[src/rtl/core/thfs_pkg.sv]
`default_nettype none
package thfs_pkg;
    localparam int FRAC   = 24;
    localparam int NST    = 8;
    localparam int PW     = FRAC + 1;
    localparam int SCW    = 32;
    localparam int ACCW   = 56;
    localparam int DIVW   = FRAC + 16 + 1;
    localparam logic [PW-1:0] P_ONE  = PW'(1) << FRAC;
    localparam logic [SCW-1:0] SCALE_ONE = 32'd65536;
    localparam logic [SCW-1:0] SCALE_MAX = 32'hFFFF_FFFF;
    localparam logic [23:0] REG_RESET = 24'd83886;
    localparam logic [1:0] CFG_ERR = 2'd0;
    localparam logic [1:0] CFG_SD  = 2'd1;
    localparam logic [1:0] CFG_SM  = 2'd2;
    localparam logic [1:0] CFG_SC  = 2'd3;

    typedef struct packed {
        logic        first_site;
        logic        father_allele_a;
        logic        father_allele_b;
        logic        mother_allele_a;
        logic        mother_allele_b;
        logic        child_allele_a;
        logic        child_allele_b;
        logic [23:0] male_recomb_prob;
        logic [23:0] female_recomb_prob;
    } t_site;

    typedef struct packed {
        logic [NST-1:0][PW-1:0] state_prob;
        logic [SCW-1:0]         scale_factor;
    } t_result;

    // queued job: emission per state plus transition terms
    typedef struct packed {
        logic                   first_site;
        logic [NST-1:0][PW-1:0] emis;
        logic [23:0]            rm;
        logic [23:0]            rf;
    } t_job;
endpackage
`default_nettype wire

[src/rtl/core/thfs_front.sv]
`default_nettype none
module thfs_front (
    input  wire logic                 i_clk,
    input  wire logic                 i_rst_n,
    input  wire logic [23:0]          i_err,
    input  wire thfs_pkg::t_site      i_site,
    input  wire logic                 i_valid,
    output logic                      o_ready,
    output thfs_pkg::t_job            o_job,
    output logic                      o_valid,
    input  wire logic                 i_ready
);
    import thfs_pkg::*;
    // two-entry queue
    t_job r_q [2];
    logic r_wp, r_rp;
    logic [1:0] r_cnt;
    t_job w_job;
    logic [1:0] fa, mo, ch;
    logic push, pop;

    always_comb begin
        fa = {i_site.father_allele_b, i_site.father_allele_a};
        mo = {i_site.mother_allele_b, i_site.mother_allele_a};
        ch = {i_site.child_allele_b, i_site.child_allele_a};
        w_job.first_site = i_site.first_site;
        w_job.rm = i_site.male_recomb_prob;
        w_job.rf = i_site.female_recomb_prob;
        for (int n = 0; n < NST; n++) begin
            if (ch[n & 1] == fa[(n >> 2) & 1] && ch[(n & 1) ^ 1] == mo[(n >> 1) & 1])
                w_job.emis[n] = P_ONE - {1'b0, i_err};
            else
                w_job.emis[n] = {1'b0, i_err};
        end
    end

    assign o_ready = (r_cnt != 2'd2);
    assign push = i_valid && o_ready;
    assign o_valid = (r_cnt != 2'd0);
    assign pop = o_valid && i_ready;
    assign o_job = r_q[r_rp];

    always_ff @(posedge i_clk) begin
        if (push) r_q[r_wp] <= w_job;
        if (!i_rst_n) begin
            r_wp <= 1'b0;
            r_rp <= 1'b0;
            r_cnt <= 2'd0;
        end else begin
            if (push) r_wp <= ~r_wp;
            if (pop) r_rp <= ~r_rp;
            r_cnt <= r_cnt + {1'b0, push} - {1'b0, pop};
        end
    end

    a_cnt: assert property (@(posedge i_clk) disable iff (!i_rst_n) r_cnt != 2'd3)
        else $error("queue count overflow");
    a_full: assert property (@(posedge i_clk) disable iff (!i_rst_n)
        r_cnt == 2'd2 |-> !o_ready) else $error("ready while full");
    a_empty: assert property (@(posedge i_clk) disable iff (!i_rst_n)
        r_cnt == 2'd0 |-> !o_valid) else $error("valid while empty");
endmodule
`default_nettype wire

[config.mk]
export PLATFORM = sky130hd
export DESIGN_NAME = thfs_front
export DESIGN_NICKNAME = d
export VERILOG_FILES = /design/src/rtl/core/thfs_pkg.sv /design/src/rtl/core/thfs_front.sv
export SDC_FILE = /design/constraint.sdc
export NUM_CORES = 1
export LEC_CHECK = 0
export ABC_AREA = 0
export BUFFER_PORTS_ARGS = -buffer_cell sky130_fd_sc_hd__buf_2
export CAP_MARGIN = 20
export CORE_ASPECT_RATIO = 2
export CORE_MARGIN = 1
export CORE_UTILIZATION = 40
export DETAILED_ROUTE_END_ITERATION = 16
export HOLD_SLACK_MARGIN = 0.1
export PLACE_DENSITY = 0.57
export SLEW_MARGIN = 20
export SYNTH_ARGS = -nofsm -noshare
export SYNTH_HDL_FRONTEND = slang
export SYNTH_SLANG_ARGS = --single-unit
[constraint.sdc]
create_clock -name i_clk -period 16 [get_ports i_clk]
set_input_delay 3.2 -clock i_clk [delete_from_list [all_inputs] [get_ports i_clk]]
set_output_delay 3.2 -clock i_clk [all_outputs]
set_load 0.05 [all_outputs]
==> results of run 1 <==
-- flip-flops by register name (all words and copies together), names as in the netlist, named ones only --
register  cells
r_q         484
r_wp          1
r_rp          1
r_cnt         2
-- cells by family after synthesis --
logic type,count (synthesis),synth area share
xor gates and xnor gates,172,0.0724
muxes,242,0.131
AOI/OAI and AO/OA,83,0.0255
and+or+nand+nor,214,0.0456
DFF,489,0.703
adders and majority gates,3,0.00180
buffers and inverters,92,0.0209
-- final cells by class --
cell class / instances / area, um2 / share of cell area
multi-input combinational: 714 / 5800 / 0.235
clock buffer: 49 / 1140 / 0.0463
sequential: 489 / 14600 / 0.594
tap: 654 / 818 / 0.0332
inverter: 4 / 15.0 / 0.000609
clock inverter: 31 / 369 / 0.0150
timing repair buffer: 354 / 1870 / 0.0758
antenna: 2 / 5.00 / 0.000203
-- per-layer routing --
metal | routed length [um] | share of wire
met5 | 18 | 0.00032
met4 | 1850 | 0.033
met3 | 2670 | 0.048
met2 | 29600 | 0.53
met1 | 21300 | 0.38
-- cell usage in the layout, fill, tap and decap left out, types with 4 or more instances in the layout --
cell         n
a21oi_1     16
and2_1       4
buf_2      333
buf_4       18
bufinv_16    8
clkbuf_1     4
clkbuf_16   45
clkinv_1     8
clkinv_2     9
clkinv_4     4
dfxtp_1      4
edfxtp_1   484
mux2_2     242
nand2_1     82
nand4_1      5
nor2_1      85
nor4_1       7
nor4_2       4
o211ai_1    24
o21ai_0     18
o21ai_1     10
o21ai_2     12
xnor2_1     92
xor2_1      80
-- final timing paths --
path	cells past startpoint	slack (ns)	endpoint	start
min reg2reg	2	0.55	flip-flop	r_rp
max reg2reg	4	13.14	r_q[1][42]	r_cnt[0]
max	4	8.97	o_job[145]	flip-flop
min	2	0.55	flip-flop	r_rp
-- worst register-to-register path, stage by stage, from the launching register on --
cell,delay (ns)
dfxtp_1,0.35
nand2b_1,0.16
and3_4,0.84
buf_12,0.47
buf_16,0.52
-- metrics by stage --
step	hold slack [ns]	util	setup slack [ns]
CTS	0.558	0.482	8.92
finish	0.553	0.483	8.97
global route	0.561	0.482	8.79
global placement	0.523	0.452	9.41
floorplan	0.504	-	1.80
detailed placement	0.530	0.452	9.38
-- where the power goes --
group	internal [uW]	total [uW]	switching, uW	leakage (uW)
Clock	645	1120	473	0.000735
Sequential	1680	1750	68.6	0.00457
Combinational	425	1660	1230	0.00358
Total	2750	4520	1780	0.00889
==> flow_summary.yaml, run 1 <==
global_routing:
  grt_pass1_vias: 12300
  grt_util_met2: 0.374
  grt_max_degree: 178
  grtUsageMet3: 0.0312
  busiest_layer: "met2"
  grt_usage: 0.208
  grt_antenna_before_repair: 4
  met1_usage: 0.245
  grt-ovfl-total: 0
  grt_pass1_wl_mm: 80.0
clock_network:
  cts-root-buf: "clkbuf_16"
  clk_pin_slew_worst_paths_ns: 0.06
  cts_num_sinks: 489
  cts_resized: 0
  post_cts.repair.setup_buffers: 0
  numCtsBuffers: 44
  clk_path_buf_depth: 3
  htree_levels: 2
  cts_tree: "built"
  postCtsHoldBufs: 0
  clkLatencyLatePin_ns: 0.57
setup_path:
  worst-path-buf-inv: 3
  worst-path-max-fanout: 70
  cp_slowest_stage_delay_ns: 0.91
  worstPathArrival_ns: 3.83
  timing.critical_path.to_type: "output pin"
  cpMaxStageDelayCell: "dfxtp_4"
  path_delay_family: "buffers and inverters"
  path_cells: "buf_4 > buf_4 > mux2_2 > buf_2"
  crit_path_frequent_cell: "buf_4"
  path_class: "flip-flop to output pin"
  required_ns: 12.80
  critPathLaunchType: "flip-flop"
place:
  dp.cells: 2214
  placed_cell_area_um2: 23100
  gp_congestion: 0.770
  hpwl_mm: 36.5
  io_buffers: 333
synthesis:
  ys_warn_count: 0
  synth_area_leaders: "edfxtp_1 (70%), mux2_2 (13%), xnor2_1 (3.9%)"
  synth.avg_cell_area_um2: 16.1
  yosys.area.top_type: "edfxtp_1"
  synthArstFlopShare: 0
  netlist_area_um2: 20800
  syn-num-nets: 1381
  yosysMostFrequentCell: "edfxtp_1"
  synth_top_area_frac: 0.698
  ys_seq_area_frac: 0.703
  ys.flop_type: "edfxtp_1"
  yosys_register_bits: 489
  syn-instance-count: 1295
  yosys-top-cells-count: "edfxtp_1 (484), mux2_2 (242), xnor2_1 (92)"
  synth_cell_types: 38
  synth_enable_flop_cells: 484
sta:
  tightest_slew_ns: 1.12
  fmax_ghz: 0.142
  relSlewSlack: 0.254
  period_needed_ns: 7.03
  setup_viol: 0
  rsz0062_at_grt: "no"
  slew_violations: 0
  tns_ns: 0
  period_share: 0.439
  hold_viol_final: 0
  finalClockSkew_ns: 0.0166
pwr:
  p_leak_uw: 0.00889
  cellPowerDensity_nw_per_um2: 183
  peakVddDrop_mv: 0.155
  p_total_uw: 4520
route:
  num_vias: 11800
  totalWireLength_mm: 55.4
  ant_nets: 0
  wl_per_cell_um: 24.1
  initialDrtViolationCount: 804
  drc: 0
  viasPerCell: 5.12
  first_pass_iters: 5
finish:
  final_area_um2: 24700
  nFillCells: 4442
  area_delta_synth_final_pct: 18.4
  layout.nets: 1693
  fin_cells: 2297
  drive_above_1_share: 0.424
run_status:
  status: "finished clean"
floorplan:
  start_util: 0.407
  core_um2: 51100
  dieArea_um2: 53000
  die_h_um: 325
  num_io_pins: 334
  die_x_um: 163
  row_count: 117
min_path:
  hp-class: "flip-flop to flip-flop"
run:
  cap_viol_max_count: 0
Power figures use the tool's default switching activity.
==> run 2: changes to the inputs <==
- ABC_AREA: 0 -> 1
- clock period: 16 -> 7.3 ns (I/O delays scaled with it)
==> flow_summary.yaml, run 2 <==
synthesis:
  ys_warn_count: 0
  synth_cell_types: 28
  ys_seq_area_frac: 0.709
  syn-num-nets: 1528
  synthArstFlopShare: 0
  netlist_area_um2: 20600
  synth.avg_cell_area_um2: 14.3
  synth_area_leaders: "edfxtp_1 (70%), mux2_2 (13%), nand2_1 (5.8%)"
  yosys.area.top_type: "edfxtp_1"
  synth_enable_flop_cells: 484
  ys.flop_type: "edfxtp_1"
  yosysMostFrequentCell: "edfxtp_1"
  yosys-top-cells-count: "edfxtp_1 (484), nand2_1 (317), mux2_2 (242)"
  yosys_register_bits: 489
  synth_top_area_frac: 0.704
  syn-instance-count: 1442
place:
  io_buffers: 333
  placed_cell_area_um2: 22900
  gp_congestion: 0.853
  hpwl_mm: 36.2
finish:
  finish.utilization: 0.476
  multi_input_area_um2: 5400
  final_area_um2: 24200
  largest_register: "r_q"
  final_cell_mix: "edfxtp_1 (484), buf_2 (333), nand2_1 (317), mux2_2 (242), o21ai_0 (123)"
  drive_above_1_share: 0.381
  largest_reg_flops: 484
  seqCellArea_um2: 14600
  nFillCells: 4592
  final_common_cell: "edfxtp_1"
  largest_registers: "r_q: 484 flops, r_cnt: 2 flops"
  area_delta_synth_final_pct: 17.4
  layout.nets: 1841
setup_path:
  path_class: "flip-flop to output pin"
  required_ns: 5.84
  reg2reg_depth: 5
  r2r-end: "r_q[0][152]"
  worst-path-max-fanout: 139
  critPathLaunchType: "flip-flop"
  r2r-start: "r_cnt[0]"
  rrSetupSlack_ns: 4.63
  worstSetupEndpoint: "o_job[193]"
  worstPathArrival_ns: 2.90
  timing.critical_path.to_type: "output pin"
floorplan:
  num_io_pins: 334
  die_h_um: 323
  start_util: 0.405
  die_x_um: 163
  dieArea_um2: 52600
  row_count: 117
  core_um2: 50900
pwr:
  p_leak_uw: 0.00908
  switching_share: 0.399
  power_switching_uw: 3790
  peakVddDrop_mv: 0.311
  cellPowerDensity_nw_per_um2: 392
  clock_power_share: 0.234
  p_int_uw: 5710
  seqPwrFrac: 0.398
  comb_power_share: 0.368
clock_network:
  htree_levels: 2
  postCtsHoldBufs: 0
  clk_pin_slew_worst_paths_ns: 0.06
  clkLatencyLatePin_ns: 0.58
  numCtsBuffers: 43
  clk_path_buf_depth: 3
  post_cts.repair.setup_buffers: 0
  cts_tree: "built"
  cts_num_sinks: 489
  cts-root-buf: "clkbuf_16"
  cts_resized: 0
route:
  viasPerCell: 5.14
  initialDrtViolationCount: 808
  ant_nets: 0
  first_pass_iters: 6
  drc: 0
  totalWireLength_mm: 55.4
  num_vias: 12500
  wl_per_cell_um: 22.7
sta:
  slew_violations: 0
  relSlewSlack: 0.270
  period_needed_ns: 4.36
  rsz0062_at_grt: "no"
  fmax_ghz: 0.229
  tns_ns: 0
  tightest_slew_ns: 1.09
  hold_viol_final: 0
  finalClockSkew_ns: 0.0195
  period_share: 0.597
  setup_viol: 0
global_routing:
  grt_pass1_wl_mm: 80.1
  grt_pass1_vias: 13000
  grt_max_degree: 140
  grt_antenna_before_repair: 4
  grt_usage: 0.209
  grt-ovfl-total: 0
min_path:
  hp-class: "flip-flop to flip-flop"
run_status:
  status: "finished clean"
run:
  cap_viol_max_count: 0
==> run 2: cell count changes after synthesis, sizes merged, moves of 12 or more <==
cell / change
o21ai: +83
o211ai: -24
nor2: -40
inv: +32
a21oi: -12
xor2: -66
nand2: +235
clkbuf: -38
nand3: +58
xnor2: -90
buf: +37
==> run 2: per-layer routing <==
metal / track usage / routed length (um)
met5: 0 / 28
met4: 0.0949 / 2310
met3: 0.0362 / 3060
met2: 0.391 / 29600
met1: 0.226 / 20400
==> run 2: metrics by stage <==
stage / setup WS (ns) / total power, uW / cells / hold WS [ns]
global placement: 3.35 / 7350 / 2364 / 0.429
detailed placement: 3.29 / 7390 / 2364 / 0.437
finish: 2.94 / 9510 / 2441 / 0.444
CTS: 2.88 / 9630 / 2440 / 0.447
floorplan: -1.08 / 6590 / 1442 / 0.425
global route: 2.80 / 9870 / 2441 / 0.481
==> run 2: final cells by class <==
cell class,count,area share
flip-flops and latches,489,0.604
multi-input cells,830,0.223
repair buffers,355,0.0782
clock buffers,46,0.0458
well taps,654,0.0338
clock inverters,30,0.00950
inverters,36,0.00558
diodes,1,0.000103
==> run 2: worst min-delay path by stage <==
stage | depth (start not counted) | to | start
floorplan | 1 | flip-flop | r_rp
global placement | 1 | flip-flop | r_rp
detailed placement | 1 | flip-flop | r_rp
CTS | 1 | flip-flop | r_rp
global route | 1 | r_rp | r_rp
finish | 1 | flip-flop | r_rp
==> run 2: worst max-delay path: stages, from the launching register on <==
cell     delay (ns)
dfxtp_4        0.85
buf_12         0.67
mux2_2         0.45
buf_2          0.22
==> run 2: cell families (layout without fill, tap and decap cells) <==
kind of cell / after synthesis / count (layout) / share of synthesized area
AO/OA/AOI/OAI: 127 / 127 / 0.0308
AND/OR/NAND/NOR: 442 / 442 / 0.0887
flip-flops: 489 / 489 / 0.709
multiplexers: 242 / 242 / 0.132
buffers and inverters: 123 / 467 / 0.0302
XOR/XNOR: 16 / 16 / 0.00752
other: 0 / 1 / 0
adder cells (fa/ha/maj): 3 / 3 / 0.00182
==> run 2: power groups by stage <==
stage               Clock (uW)  Sequential [uW]  Combinational (uW)
floorplan                    0             3870                2720
global route              2390             3820                3670
global placement             0             3820                3530
finish                    2230             3780                3500
CTS                       2290             3790                3550
detailed placement           0             3850                3540
